--- config.mk ---
export PLATFORM = sky130hd
export DESIGN_NAME = lcd_mode_timing_sequencer_unit
export DESIGN_NICKNAME = d
export VERILOG_FILES = /design/src/rtl/lmts_pkg.sv /design/src/rtl/lmts_cfg.sv /design/src/rtl/lmts_seq.sv /design/src/rtl/lmts_obuf.sv /design/src/rtl/lcd_mode_timing_sequencer_unit.sv
export SDC_FILE = /design/constraint.sdc
export NUM_CORES = 1
export LEC_CHECK = 0
export BUFFER_PORTS_ARGS = -buffer_cell sky130_fd_sc_hd__buf_2
export CAP_MARGIN = 20
export CELL_PAD_IN_SITES_DETAIL_PLACEMENT = 1
export CELL_PAD_IN_SITES_GLOBAL_PLACEMENT = 2
export CORE_UTILIZATION = 40
export CTS_CLUSTER_SIZE = 16
export DETAILED_ROUTE_END_ITERATION = 6
export PLACE_DENSITY = 0.86
export SKIP_CTS_REPAIR_TIMING = 1
export SYNTH_ARGS = -nofsm -noshare
export SYNTH_HDL_FRONTEND = slang
export SYNTH_SLANG_ARGS = --single-unit
--- constraint.sdc ---
create_clock -name clk -period 13.4 [get_ports clk]
set_input_delay 1.34 -clock clk [delete_from_list [all_inputs] [get_ports clk]]
set_output_delay 1.34 -clock clk [all_outputs]
set_load 0.05 [all_outputs]
--- src/rtl/lmts_pkg.sv ---
// Shared types, codes and reset values for the LCD mode timing sequencer.
`timescale 1ns / 1ps

package lmts_pkg;

  // Status mode codes as seen on the mode output
  localparam logic [1:0] MODE_HBLANK = 2'd0;
  localparam logic [1:0] MODE_VBLANK = 2'd1;
  localparam logic [1:0] MODE_OAM    = 2'd2;
  localparam logic [1:0] MODE_VRAM   = 2'd3;

  // Configuration register indexes
  localparam logic [2:0] REG_OAM_TICKS        = 3'd0;
  localparam logic [2:0] REG_VRAM_TICKS       = 3'd1;
  localparam logic [2:0] REG_HBLANK_TICKS     = 3'd2;
  localparam logic [2:0] REG_LINE_TICKS       = 3'd3;
  localparam logic [2:0] REG_FIRST_BLANK_LINE = 3'd4;
  localparam logic [2:0] REG_LAST_LINE        = 3'd5;

  localparam int CFG_IDX_W  = 3;
  localparam int CFG_DATA_W = 9;

  // Reset values of the configuration registers
  localparam logic [7:0] RST_OAM_TICKS        = 8'd83;
  localparam logic [7:0] RST_VRAM_TICKS       = 8'd169;
  localparam logic [7:0] RST_HBLANK_TICKS     = 8'd207;
  localparam logic [8:0] RST_LINE_TICKS       = 9'd456;
  localparam logic [7:0] RST_FIRST_BLANK_LINE = 8'd144;
  localparam logic [7:0] RST_LAST_LINE        = 8'd153;

  typedef enum logic [3:0] {
    ST_HBLANK = 4'b0001,
    ST_VBLANK = 4'b0010,
    ST_OAM    = 4'b0100,
    ST_VRAM   = 4'b1000
  } state_t;

  typedef struct packed {
    logic [7:0] oam_ticks;
    logic [7:0] vram_ticks;
    logic [7:0] hblank_ticks;
    logic [8:0] line_ticks;
    logic [7:0] first_blank_line;
    logic [7:0] last_line;
  } cfg_t;

  typedef struct packed {
    logic [1:0] mode;
    logic [7:0] line;
    logic       draw_valid;
    logic [7:0] draw_row;
    logic       vblank_irq;
    logic       frame_ready;
    logic       frame_end;
  } res_t;

  function automatic logic [1:0] mode_code(state_t st);
    logic [1:0] code;
    case (st)
      ST_HBLANK: code = MODE_HBLANK;
      ST_OAM:    code = MODE_OAM;
      ST_VRAM:   code = MODE_VRAM;
      default:   code = MODE_VBLANK;
    endcase
    return code;
  endfunction

endpackage

--- src/rtl/lmts_cfg.sv ---
// Timing configuration registers with their reset values.
`timescale 1ns / 1ps

module lmts_cfg
  import lmts_pkg::*;
(
  input  logic                  clk,
  input  logic                  rst,
  input  logic                  cfg_we,
  input  logic [CFG_IDX_W-1:0]  cfg_index,
  input  logic [CFG_DATA_W-1:0] cfg_data,
  output cfg_t                  cfg
);

  always_ff @(posedge clk) begin
    if (rst) begin
      cfg.oam_ticks        <= RST_OAM_TICKS;
      cfg.vram_ticks       <= RST_VRAM_TICKS;
      cfg.hblank_ticks     <= RST_HBLANK_TICKS;
      cfg.line_ticks       <= RST_LINE_TICKS;
      cfg.first_blank_line <= RST_FIRST_BLANK_LINE;
      cfg.last_line        <= RST_LAST_LINE;
    end else if (cfg_we) begin
      case (cfg_index)
        REG_OAM_TICKS:        cfg.oam_ticks        <= cfg_data[7:0];
        REG_VRAM_TICKS:       cfg.vram_ticks       <= cfg_data[7:0];
        REG_HBLANK_TICKS:     cfg.hblank_ticks     <= cfg_data[7:0];
        REG_LINE_TICKS:       cfg.line_ticks       <= cfg_data[8:0];
        REG_FIRST_BLANK_LINE: cfg.first_blank_line <= cfg_data[7:0];
        REG_LAST_LINE:        cfg.last_line        <= cfg_data[7:0];
        default: ;
      endcase
    end
  end

endmodule

--- src/rtl/lmts_seq.sv ---
// Mode/line sequencer: state registers and the per-tick next-state logic.
`timescale 1ns / 1ps

module lmts_seq
  import lmts_pkg::*;
(
  input  logic clk,
  input  logic rst,
  input  logic step,
  input  logic lcd_on,
  input  cfg_t cfg,
  output res_t res
);

  state_t     st, st_next;
  logic [7:0] line_cnt, line_cnt_next;
  logic       restart, restart_next;
  logic [7:0] oam_cnt, oam_cnt_next;
  logic [7:0] vram_cnt, vram_cnt_next;
  logic [7:0] hb_cnt, hb_cnt_next;
  logic [8:0] vb_cnt, vb_cnt_next;
  logic [7:0] held;

  always_comb begin
    st_next       = st;
    line_cnt_next = line_cnt;
    restart_next  = restart;
    oam_cnt_next  = oam_cnt;
    vram_cnt_next = vram_cnt;
    hb_cnt_next   = hb_cnt;
    vb_cnt_next   = vb_cnt;
    held          = line_cnt;
    res.draw_valid  = 1'b0;
    res.draw_row    = 8'd0;
    res.vblank_irq  = 1'b0;
    res.frame_ready = 1'b0;
    res.frame_end   = 1'b0;

    if (!lcd_on) begin
      st_next       = ST_VBLANK;
      line_cnt_next = 8'd0;
      restart_next  = 1'b1;
    end else begin
      // display turned back on, or a frame ended: start a fresh frame
      if (line_cnt == 8'd0 && restart) begin
        restart_next  = 1'b0;
        st_next       = ST_OAM;
        oam_cnt_next  = 8'd0;
        vram_cnt_next = 8'd0;
        hb_cnt_next   = 8'd0;
        vb_cnt_next   = 9'd0;
      end
      case (st_next)
        ST_OAM: begin
          oam_cnt_next = oam_cnt_next + 8'd1;
          if (oam_cnt_next >= cfg.oam_ticks) begin
            st_next       = ST_VRAM;
            vram_cnt_next = 8'd0;
          end
        end
        ST_VRAM: begin
          vram_cnt_next = vram_cnt_next + 8'd1;
          if (vram_cnt_next >= cfg.vram_ticks) begin
            st_next     = ST_HBLANK;
            hb_cnt_next = 8'd0;
          end
        end
        ST_HBLANK: begin
          hb_cnt_next = hb_cnt_next + 8'd1;
          if (hb_cnt_next >= cfg.hblank_ticks) begin
            res.draw_valid = 1'b1;
            res.draw_row   = line_cnt_next;
            line_cnt_next  = line_cnt_next + 8'd1;
            st_next        = ST_OAM;
            oam_cnt_next   = 8'd0;
          end
          // compared against the line after any step this tick
          if (line_cnt_next >= cfg.first_blank_line) begin
            res.vblank_irq  = 1'b1;
            res.frame_ready = 1'b1;
            st_next         = ST_VBLANK;
            vb_cnt_next     = 9'd0;
          end
        end
        default: begin
          held        = line_cnt_next;
          vb_cnt_next = vb_cnt_next + 9'd1;
          if (vb_cnt_next >= cfg.line_ticks) begin
            vb_cnt_next   = 9'd0;
            line_cnt_next = held + 8'd1;
          end
          // frame end looks at the line held at tick start
          if (held > cfg.last_line) begin
            res.frame_end = 1'b1;
            restart_next  = 1'b1;
            line_cnt_next = 8'd0;
            st_next       = ST_OAM;
            oam_cnt_next  = 8'd0;
          end
        end
      endcase
    end

    res.mode = mode_code(st_next);
    res.line = line_cnt_next;
  end

  always_ff @(posedge clk) begin
    if (rst) begin
      st       <= ST_OAM;
      line_cnt <= 8'd0;
      restart  <= 1'b0;
      oam_cnt  <= 8'd0;
      vram_cnt <= 8'd0;
      hb_cnt   <= 8'd0;
      vb_cnt   <= 9'd0;
    end else if (step) begin
      st       <= st_next;
      line_cnt <= line_cnt_next;
      restart  <= restart_next;
      oam_cnt  <= oam_cnt_next;
      vram_cnt <= vram_cnt_next;
      hb_cnt   <= hb_cnt_next;
      vb_cnt   <= vb_cnt_next;
    end
  end

endmodule

--- src/rtl/lmts_obuf.sv ---
// Result register with a skid stage so input keeps flowing under output stall.
`timescale 1ns / 1ps

module lmts_obuf
  import lmts_pkg::*;
(
  input  logic clk,
  input  logic rst,
  input  logic push,
  input  res_t res_in,
  output logic in_ready,
  output logic out_valid,
  input  logic out_ready,
  output res_t res_out
);

  logic skid_valid;
  res_t skid;
  logic out_free;

  assign in_ready = !skid_valid;
  assign out_free = !out_valid || out_ready;

  always_ff @(posedge clk) begin
    if (rst) begin
      out_valid  <= 1'b0;
      skid_valid <= 1'b0;
    end else begin
      out_valid <= skid_valid || push || !out_free;
      if (out_free) begin
        skid_valid <= 1'b0;
      end else if (push) begin
        skid_valid <= 1'b1;
      end
    end
  end

  always_ff @(posedge clk) begin
    if (out_free) begin
      res_out <= skid_valid ? skid : res_in;
    end
    if (push && !out_free) begin
      skid <= res_in;
    end
  end

endmodule

--- src/rtl/lcd_mode_timing_sequencer_unit.sv ---
// Top level of the LCD mode timing sequencer.
`timescale 1ns / 1ps

// One input word per dot-clock tick; each word yields exactly one registered
// result word. The block takes a word every cycle: the next-state logic is
// combinational from the sequencer registers, and a result register plus one
// skid entry hold results while the output stalls, so in_ready drops only
// when both are full. Configuration writes take effect on the following cycle
// and should be made while no words are in flight.

module lcd_mode_timing_sequencer_unit
  import lmts_pkg::*;
(
  input  logic                  clk,
  input  logic                  rst,
  input  logic                  in_valid,
  output logic                  in_ready,
  input  logic                  lcd_on,
  output logic                  out_valid,
  input  logic                  out_ready,
  output logic [1:0]            mode,
  output logic [7:0]            line,
  output logic                  draw_valid,
  output logic [7:0]            draw_row,
  output logic                  vblank_irq,
  output logic                  frame_ready,
  output logic                  frame_end,
  input  logic                  cfg_we,
  input  logic [CFG_IDX_W-1:0]  cfg_index,
  input  logic [CFG_DATA_W-1:0] cfg_data
);

  cfg_t cfg;
  res_t res_c;
  res_t res_q;
  logic step;

  assign step = in_valid && in_ready;

  lmts_cfg u_cfg (
    .clk       (clk),
    .rst       (rst),
    .cfg_we    (cfg_we),
    .cfg_index (cfg_index),
    .cfg_data  (cfg_data),
    .cfg       (cfg)
  );

  lmts_seq u_seq (
    .clk    (clk),
    .rst    (rst),
    .step   (step),
    .lcd_on (lcd_on),
    .cfg    (cfg),
    .res    (res_c)
  );

  lmts_obuf u_obuf (
    .clk       (clk),
    .rst       (rst),
    .push      (step),
    .res_in    (res_c),
    .in_ready  (in_ready),
    .out_valid (out_valid),
    .out_ready (out_ready),
    .res_out   (res_q)
  );

  assign mode        = res_q.mode;
  assign line        = res_q.line;
  assign draw_valid  = res_q.draw_valid;
  assign draw_row    = res_q.draw_row;
  assign vblank_irq  = res_q.vblank_irq;
  assign frame_ready = res_q.frame_ready;
  assign frame_end   = res_q.frame_end;

endmodule

==> results of run 1 <==
layout make-up:
cell class / count / area (µm²) / area share, %
clock buffers: 18 / 429 / 4.81
clock inverters: 14 / 181 / 2.03
inverters: 53 / 199 / 2.23
multi-input cells: 671 / 4330 / 48.5
flip-flops and latches: 139 / 3200 / 35.9
well taps: 265 / 332 / 3.71
repair buffers: 47 / 250 / 2.80
power by group:
group	internal [mW]	switching, mW	leakage, nW	total [mW]
sequential	0.448	0.0112	1.21	0.459
combinational	0.0378	0.0917	2.13	0.130
clock	0.297	0.200	0.299	0.498
Yosys cell counts, types with 5 or more instances:
cell type | n | area [µm²]
nand2_1 | 122 | 458
clkbuf_1 | 30 | 113
nand2b_1 | 7 | 43.8
mux2i_1 | 7 | 70.1
a22oi_1 | 24 | 180
inv_1 | 52 | 195
ha_1 | 56 | 701
edfxtp_1 | 42 | 1260
o31ai_1 | 5 | 37.5
nor2b_1 | 8 | 50.1
xor2_1 | 28 | 245
buf_2 | 6 | 30.0
a31oi_1 | 5 | 31.3
and3_1 | 18 | 113
o21ai_0 | 26 | 130
dfxtp_1 | 97 | 1940
nor3_1 | 9 | 45.0
o21ai_1 | 5 | 25.0
a211o_1 | 12 | 105
xnor2_1 | 12 | 105
mux2_2 | 13 | 146
nand3_1 | 38 | 190
a211oi_1 | 10 | 75.1
a21oi_1 | 64 | 320
nor2_1 | 106 | 398
and2_1 | 19 | 119
nand3b_1 | 14 | 105
layout by cell type (no fill, tap or decap), drive strengths merged, types with 33 or more instances in the layout:
| cell type | instances |
|---|---|
| a21oi | 65 |
| buf | 47 |
| dfxtp | 97 |
| edfxtp | 42 |
| ha | 56 |
| inv | 59 |
| nand2 | 126 |
| nand3 | 39 |
| nor2 | 108 |
| o21ai | 33 |
per-stage QoR:
step | instance area [µm²] | worst slack (ns) | utilization (%) | total power [mW] | hold WS [ns]
4_1_cts | 8930 | 6.64 | 45.9 | 1.10 | 0.456
2_1_floorplan | 7940 | 7.67 | - | 0.561 | 0.436
3_5_place_dp | 8320 | 6.71 | 42.7 | 0.599 | 0.448
3_3_place_gp | 8320 | 6.95 | 42.7 | 0.597 | 0.443
5_1_grt | 8930 | 6.12 | 45.9 | 1.12 | 0.472
6_report | 8930 | 6.65 | 45.9 | 1.09 | 0.455
worst min-delay path: cells and delay by family (launching register included):
kind | cells | cell delay [ns]
AO/OA/AOI/OAI | 1 | 0.05
AND/OR/NAND/NOR | 1 | 0.05
flip-flops | 1 | 0.31
path summary, 6_finish.rpt:
check | slack (ns) | to | from
max | 6.65 | u_seq.vb_cnt[0] | u_seq.line_cnt[2]
min reg2reg | 0.45 | u_cfg.cfg[35] | u_cfg.cfg[35]
min | 0.45 | u_cfg.cfg[35] | u_cfg.cfg[35]
max reg2reg | 6.65 | u_seq.vb_cnt[0] | u_seq.line_cnt[2]
layer usage:
layer	up-vias	GRT usage, %	routed length [µm]
li1	3218	-	-
met1	3169	30.6	10900
met2	113	35.7	9800
met3	26	3.59	750
met4	0	7.30	308
met5	-	0	0
flip-flops by register name, summed over array words and instances (netlist names), 8 cells and up:
| name | count |
|---|---|
| u_seq.vram_cnt | 8 |
| u_cfg.cfg | 49 |
| u_obuf.skid | 21 |
| u_seq.line_cnt | 8 |
| u_seq.oam_cnt | 8 |
| u_obuf.res_out | 21 |
| u_seq.vb_cnt | 9 |
| u_seq.hb_cnt | 8 |
cells by family (layout without fill, tap and decap cells):
logic type                 count (synthesis)  count (layout)  synth area share, %
muxes                                     20              20                 2.73
DFF                                      139             139                 40.3
and+or+nand+nor                          375             375                 23.0
buffers and inverters                     98             132                 5.22
AOI/OAI and AO/OA                        180             180                 15.4
xor gates and xnor gates                  40              40                 4.41
adders and majority gates                 56              56                 8.82
==> impl_results.md, run 1 <==
- Reg2Reg Depth: 23
- Post-route ant nets: 0
- Worst EP arrival: between 7 and 8 ns
- Final Wtd Congestion: around 0.9
- Input/output buffers: 41
- Synth cell types: a little under 80
- First-pass GRT wire length: 34400 µm
- Pleak: ~3.6 nW
- Syn_area_per_cell: between 8 and 9 µm²
- Max-Cap Viols: 0
- Hold Path Stages: 2
- Total wire length: about 22000 µm
- #FFs+latches synth: 139
- Top Family by Delay on Critical Path: simple AND/OR/NAND/NOR gates
- CTS tree: yes
- Fmax: 0.148 GHz
- Setup TNS: 0 ns
- Fin crit period: about 6.8 ns
- All-Layer GR Usage: ~22%
- Post-synth ARST share: 0%
- First-pass iteration count of the detailed router: 4
- Vias in the first global route: 6372
- Total grt overflow: 0
- Core box area: 19500 µm²
- RSZ-0062 raised after global routing: false
- Crit path top cell by count: ha_1
- Post-synthesis sequential area ratio: 40.3%
- Setup crit end kind: register
- Fin nets: about 1000
- Clock sinks: ~140
- Post-synth design cell area: 7940 µm²
- Final hold vios: 0
- Layout fillers: roughly 2300
- Chip height: 143 µm
- Clock skew: 0.0136 ns
- Peak VDD IR: between 0.08 and 0.09 mV
- DR vias/cell: around 5.4
- WP buf/inv: 2
- Die area: between 20000 and 25000 µm²
- WS Path Type: register to register
- Startpoint types: register
- Initial antenna violation count: 0
- Pwr/cell area: 122 nW/µm²
- Total CTS buffers: 17
- DRT iter0 DRCs: approximately 300
- Clock latency on the worst-skew pair: about 0.44 ns
- Fin crit share: approximately 50%
- Clock transition at path regs: about 0.070 ns
- Starting Density: 40.8%
- Main synth FF type: dfxtp_1
- Worst min path class: register to register
- Standard-cell rows: 51
- Residual DRC: 0
- Post-detail-place hpwl: approximately 16000 µm
- Total number of vias: 6526
- Post-Syn Nets: 982
- H-tree Lvls: 4
- Largest net degree at the start of global routing: just under 100
- Post-synth EDFFs: 42
- Levels on crit path: 23
- Area delta synth->final: 12.4%
- Final Setup Violations: 0
- Worst-path fanout max: 14
- Width of the die: roughly 140 µm
- YS warnings: 0
- Placed insts: around 1200
- Diode count: 0
- Sequence of cells on the critical path: or4b_1 -> or2_1 -> and2_1 -> ha_1 -> nand3_1 -> xor2_1 -> nor2_1 -> ha_1 -> nor2b_1 -> o21ai_0 -> and2_2 -> inv_1 -> ha_1 -> inv_1 -> ha_1 -> nand2b_1 -> a211oi_1 -> o21bai_1 -> a21oi_1 -> a21oi_1 -> o21ai_1 -> mux2i_1 -> nor2_1
- CP required: 13.77 ns
- Clk buf depth: 2
- Max-slew violation count: 0
- Post-Layout Cell Count: 1207
- Least-Margin Pin Slew: 1.09 ns
- Rel. slew slack: a little over a quarter
- Proportion of layout cells with a drive suffix above 1: 12.8%
- CTS Root Cell: clkbuf_16
- Critical path's slowest cell: or4b_1
- Wire per inst: 18.0 µm
- IO Pins: 42
- Critical path's largest stage delay: 0.69 ns
- Post-Syn Instances: 908
- Outcome: completed
Power figures use the tool's default switching activity.
==> run 2: changes to the inputs <==
- CORE_UTILIZATION: 40 -> 35
- PLACE_DENSITY: 0.86 -> 0.8
- clock period: 13.4 -> 5.41 ns (I/O delays scaled with it)
==> run 2 against run 1 <==
The flow now finishes with violations (DRC). Clock-buffer cell count is 1 lower. Combinational power rose to 2.6 times the previous value. Clock skew grew 0.0019 ns. Wire length grew 5.3%. Global-route usage is 2.2 points lower. First-iteration DRC count grew 28%. Power rose by 150%. Flip-flop and latch count did not move. Critical endpoint is now u_obuf.res_out[20].
==> impl_results.md, run 2 (synthesis results as in run 1) <==
- Outcome: finished, violations left
- Failing checks: DRC
- Total CTS buffers: 17 (unchanged)
- Final non-filler cell area: 9160 µm² (+2.6%)
- Post-detail-place hpwl: 16600 µm (+6.1%)
- IO Pins: 42 (unchanged)
- Die area: 23300 µm² (+14%)
- Total wire length: 22900 µm (+5.3%)
- Max-slew violation count: 0 (unchanged)
- Input/output buffers: 41 (unchanged)
- Setup TNS: 0 ns (unchanged)
- All-Layer GR Usage: 20.1% (-2.2 points)
- Fin nets: 1026 (+2.3%)
- Fin crit period: 5.15 ns (-1.60 ns)
- Chip height: 153 µm (+6.8%)
- Max reg flops: 49 (unchanged)
- Initial antenna violation count: 0 (unchanged)
- Pwr/cell area: 295 nW/µm² (+140%)
- WS Path Type: register to register
- Peak VDD IR: 0.241 mV (+170%)
- First-pass GRT wire length: 36600 µm (+6.3%)
- Final hold vios: 0 (unchanged)
- Pleak: 3.76 nW (+3.3%)
- Placed insts: 1207 (+2.7%)
- Rel. slew slack: 25.5% (-2.0 points)
- Total number of vias: 6600 (+1.1%)
- Core box area: 22000 µm² (+13%)
- DRT iter0 DRCs: 384 (+28%)
- Worst min path class: primary input to register
- CP required: 5.57 ns (-8.20 ns)
- First-pass iteration count of the detailed router: 7 (+3)
- Final Wtd Congestion: 0.846 (-4.9%)
- Width of the die: 153 µm (+6.8%)
- Clock skew: 0.0154 ns (+0.00187 ns)
- Reg2Reg Depth: 22 (-4.3%)
- CTS Root Cell: clkbuf_16
- Clock sinks: 139 (unchanged)
- Biggest regs: u_cfg.cfg: 49 flops, u_obuf.res_out: 21 flops, u_obuf.skid: 21 flops
- Worst EP arrival: 5.31 ns (-1.81 ns)
- Clk buf depth: 2 (unchanged)
- Setup crit end kind: register
- Reg2reg end: u_obuf.res_out[20]
- Origin of the critical flop-to-flop path: u_seq.line_cnt[1]
- Fin crit share: 95.3% (+45 points)
- Hold Path Stages: 3 (+1)
- Post-Layout Cell Count: 1245 (+3.1%)
- Standard-cell rows: 54 (+5.9%)
- Proportion of layout cells with a drive suffix above 1: 16.0% (+3.1 points)
- Diode count: 0 (unchanged)
- Max-Cap Viols: 0 (unchanged)
- Post-route ant nets: 0 (unchanged)
- Most common cell after layout, fill and taps aside: nand2_1
- Commonest non-fill, non-tap cells in the layout: nand2_1, nor2_1, dfxtp_1, a21oi_1, ha_1
- HP Start: cfg_data[8]
- Residual DRC: 4 (+4)
- CTS tree: yes
- Worst-path fanout max: 5 (-9)
- Clock latency on the worst-skew pair: 0.44 ns (about the same)
- Top reg by flops: u_cfg.cfg
- Vias in the first global route: 6620 (+3.9%)
- H-tree Lvls: 4 (unchanged)
- Starting Density: 36.0% (-4.7 points)
- DR vias/cell: 5.30 (-2.0%)
- Total grt overflow: 0 (unchanged)
- Least-Margin Pin Slew: 1.12 ns (+0.0270 ns)
- Clock transition at path regs: 0.07 ns (about the same)
- Area delta synth->final: 15.3%
- Final Setup Violations: 0 (unchanged)
- Reg2reg setup slack: 0.26 ns (-6.39 ns)
- Fmax: 0.194 GHz (+31%)
- DP Area: 8470 µm² (+1.9%)
- Wire per inst: 18.4 µm (+2.1%)
- Hold endpoint: u_cfg.cfg[24]
- Startpoint types: register
- Largest net degree at the start of global routing: 54 (-45%)
## run 2: cell count changes in the layout (fill, tap and decap cells not counted), moves of 2 or more
| cell | before | now |
|---|---|---|
| and2_4 | 0 | 2 |
| buf_4 | 6 | 29 |
| clkinvlp_4 | 0 | 2 |
| inv_1 | 52 | 50 |
| inv_2 | 0 | 2 |
| inv_6 | 6 | 4 |
| inv_8 | 1 | 3 |
## run 2: worst max-delay path, stage by stage (launching register included)
cell and delay [ns]:
dfxtp_1 0.32, inv_2 0.08, ha_1 0.14, or4b_4 0.48, or2_4 0.27, and2_1 0.19
ha_4 0.25, ha_1 0.27, a2111o_1 0.41, a31oi_4 0.20, and2_4 0.16, inv_1 0.07
ha_1 0.28, inv_1 0.05, ha_1 0.26, nand2b_1 0.16, a211oi_2 0.23, o21bai_1 0.10
a21oi_2 0.28, nor2_1 0.09, a311oi_2 0.32, buf_4 0.18, a32oi_1 0.07
## run 2: stage by stage
stage | hold WS (ns) | util (%) | total power [mW] | worst slack [ns]
global placement | 0.442 | 38.5 | 1.48 | 0.297
global route | 0.352 | 41.6 | 2.80 | -0.00807
floorplan | 0.436 | - | 1.39 | 0.00151
detailed placement | 0.448 | 38.5 | 1.49 | 0.117
CTS | 0.322 | 41.2 | 2.72 | 0.0592
finish | 0.333 | 41.6 | 2.70 | 0.255
## run 2: power breakdown
group | total (mW) | internal, mW | switching (mW)
Clock | 1.23 | 0.698 | 0.529
Sequential | 1.13 | 1.11 | 0.0213
Combinational | 0.342 | 0.103 | 0.239
Total | 2.70 | 1.91 | 0.789
## run 2: area by class of cell
class,count,area [µm²]
Fill cell,2609,12900
Multi-Input combinational cell,671,4380
Timing Repair Buffer,70,423
Clock buffer,17,425
Clock inverter,15,183
Tap cell,280,350
Inverter,53,199
Sequential cell,139,3200
## run 2: how the worst max path moves through the flow
stage / depth (start not counted) / endpoint / startpoint
6_report: 22 / u_obuf.res_out[20] / u_seq.line_cnt[1]
5_1_grt: 25 / u_obuf.res_out[20] / u_seq.line_cnt[1]
4_1_cts: 25 / u_obuf.res_out[21] / u_seq.line_cnt[1]
3_5_place_dp: 24 / u_obuf.res_out[21] / u_seq.line_cnt[1]
3_3_place_gp: 25 / u_obuf.res_out[21] / u_seq.line_cnt[1]
2_1_floorplan: 25 / u_obuf.res_out[21] / u_seq.line_cnt[0]
## run 2: metal layers
metal	part of all wire [%]	global-route usage (%)	up-vias
met5	0	0	-
met4	1.5	6.49	0
met3	3.1	2.67	24
met2	45	32.0	117
met1	51	28.1	3203
li1	-	-	3256
==> run 3: changes to the inputs <==
- CORE_UTILIZATION: 35 -> 39
- PLACE_DENSITY: 0.8 -> 0.84
- clock period: 5.41 -> 5.1 ns (I/O delays scaled with it)
==> run 3 against run 2 <==
The run now ends clean. Clock power about the same. Critical path depth increased by 3. Clock skew decreased by 0.0063 ns. Critical path type unchanged. Fmax increased by 1.6%. Clock-buffer cell count unchanged. Wire length decreased by 1.7%. Die area decreased by 10%. Flip-flop and latch count unchanged. First-iteration DRC count decreased by 29%. Setup slack got worse by 0.23 ns. Non-clock buffer count increased by 7.
==> impl_results.md, run 3 (synthesis results as in run 1) <==
- DP Area: 8520 µm² (+0.53%)
- Core box area: 19700 µm² (-10%)
- Biggest regs: u_cfg.cfg: 49 flops, u_obuf.res_out: 21 flops, u_obuf.skid: 21 flops
- Starting Density: 40.3% (+4.2 points)
- Total grt overflow: 0 (unchanged)
- Startpoint types: register
- Initial antenna violation count: 0 (unchanged)
- Rel. slew slack: 31.5% (+6.0 points)
- Clock sinks: 139 (unchanged)
- Worst-path fanout max: 5 (unchanged)
- Fin crit period: 5.07 ns (-0.0814 ns)
- Area delta synth->final: 16.8%
- IO Pins: 42 (unchanged)
- Clock skew: 0.00914 ns (-0.00627 ns)
- Pwr/cell area: 302 nW/µm² (+2.4%)
- CP required: 5.36 ns (-0.21 ns)
- Diode count: 0 (unchanged)
- Clk buf depth: 2 (unchanged)
- Proportion of layout cells with a drive suffix above 1: 18.1% (+2.1 points)
- All-Layer GR Usage: 22.8% (+2.7 points)
- First-pass iteration count of the detailed router: 5 (-2)
- Input/output buffers: 41 (unchanged)
- Max-Cap Viols: 0 (unchanged)
- Standard-cell rows: 51 (-5.6%)
- Clock latency on the worst-skew pair: 0.43 ns (about the same)
- Total CTS buffers: 17 (unchanged)
- Width of the die: 145 µm (-5.2%)
- Fin crit share: 99.5% (+4.2 points)
- Sequential cell area: 3210 µm² (+0.16%)
- DRT iter0 DRCs: 274 (-29%)
- Outcome: completed
- RSZ-0062 raised after global routing: true
- Fin nets: 1033 (+0.68%)
- Clock transition at path regs: 0.07 ns (about the same)
- Residual DRC: 0 (-4)
- Layout fillers: 2311 (-11%)
- Total number of vias: 6597 (-0.045%)
- CTS tree: yes
- Area taken by multi-input logic gates: 4470 µm² (+2.1%)
- Final non-filler cell area: 9270 µm² (+1.3%)
- DR vias/cell: 5.33 (+0.60%)
- Largest net degree at the start of global routing: 59 (+9.3%)
- H-tree Lvls: 4 (unchanged)
- Max-slew violation count: 0 (unchanged)
- Total wire length: 22500 µm (-1.7%)
- First-pass GRT wire length: 35900 µm (-2.0%)
- WS Path Type: register to register
- Setup crit end kind: register
- Least-Margin Pin Slew: 1.02 ns (-0.0913 ns)
- Fmax: 0.197 GHz (+1.6%)
- Commonest non-fill, non-tap cells in the layout: nand2_1, nor2_1, dfxtp_1, a21oi_1, ha_1
- Most common cell after layout, fill and taps aside: nand2_1
- Final Setup Violations: 0 (unchanged)
- Worst EP arrival: 5.34 ns (+0.03 ns)
- Final Wtd Congestion: 0.836 (-1.2%)
- Post-detail-place hpwl: 16000 µm (-3.7%)
- Chip height: 145 µm (-5.2%)
- CTS Root Cell: clkbuf_16
- Worst min path class: primary input to register
- Post-route ant nets: 0 (unchanged)
- Hold Slack: 0.294 ns (-0.0391 ns)
- Top reg by flops: u_cfg.cfg
- Wire per inst: 18.2 µm (-1.0%)
- Pleak: 3.79 nW (+0.99%)
- Final hold vios: 0 (unchanged)
- Die area: 20900 µm² (-10%)
- Vias in the first global route: 6565 (-0.83%)
- Max reg flops: 49 (unchanged)
- Peak VDD IR: 0.231 mV (-4.3%)
-- run 3: cell count changes in the layout (fill, tap and decap cells not counted), moves of 2 or more --
| cell | change |
|---|---|
| dfxtp_1 | -2 |
| inv_6 | +2 |
| nand3_1 | -2 |
| nor2_2 | +2 |
| inv_1 | -2 |
| nor2_1 | -2 |
| bufinv_16 | -2 |
| inv_4 | +3 |
| buf_4 | +6 |
| ha_1 | -3 |
| ha_4 | +3 |
| inv_8 | +2 |
-- run 3: worst max-delay path, stage by stage (launching register included) --
cell and delay, ns:
dfxtp_4 0.35, inv_4 0.06, ha_4 0.10, or4b_4 0.46, or2_4 0.29, and2_4 0.17, ha_4 0.18, nand3_4 0.07
xor2_2 0.16, nor2_2 0.07, ha_1 0.31, and4_4 0.19, a31oi_4 0.13, and2_4 0.19, inv_4 0.05, ha_4 0.26
inv_4 0.03, ha_4 0.22, nand2b_4 0.13, a211oi_2 0.20, o21bai_1 0.12, a21oi_2 0.32, nor2_1 0.09, a311oi_2 0.38
nand2b_1 0.14, o31ai_2 0.22
-- run 3: metrics by stage --
| stage | setup TNS (ns) | instances | util, % | setup WS [ns] | total power, mW |
|---|---|---|---|---|---|
| 4_1_cts | -0.233 | 1228 | 46.1 | -0.0888 | 2.81 |
| 3_3_place_gp | 0 | 1196 | 43.2 | 0.172 | 1.58 |
| 2_1_floorplan | -0.218 | 908 | - | -0.0910 | 1.48 |
| 6_report | 0 | 1237 | 47.0 | 0.0267 | 2.80 |
| 5_1_grt | -1.27 | 1237 | 47.0 | -0.248 | 2.91 |
| 3_5_place_dp | -0.111 | 1196 | 43.2 | -0.0451 | 1.58 |
-- run 3: final timing paths --
path         slack [ns]         startpoint                 end  cells after the start
max reg2reg        0.03  u_seq.line_cnt[0]  u_obuf.res_out[21]                     25
min reg2reg        0.46      u_cfg.cfg[20]       u_cfg.cfg[20]                      2
max                0.03  u_seq.line_cnt[0]  u_obuf.res_out[21]                     25
min                0.29        cfg_data[8]       u_cfg.cfg[24]                      3
-- run 3: per-layer routing --
layer	up-vias	routed length (µm)	GRT usage, %
li1	3281	-	-
met1	3188	11300	32.2
met2	103	10300	35.5
met3	25	617	3.59
met4	0	311	6.98
met5	-	0	0
-- run 3: cell type report --
cell class	count	area share, %
Multi-Input combinational cell	671	48.2
Sequential cell	139	34.6
Timing Repair Buffer	77	5.26
Clock buffer	17	4.59
Tap cell	265	3.58
Inverter	53	2.23
Clock inverter	15	1.58
-- run 3: report_power, final --
group	switching, mW	total (mW)	internal (mW)
sequential	0.0221	1.20	1.18
combinational	0.257	0.371	0.114
clock	0.579	1.23	0.651
total	0.857	2.80	1.94
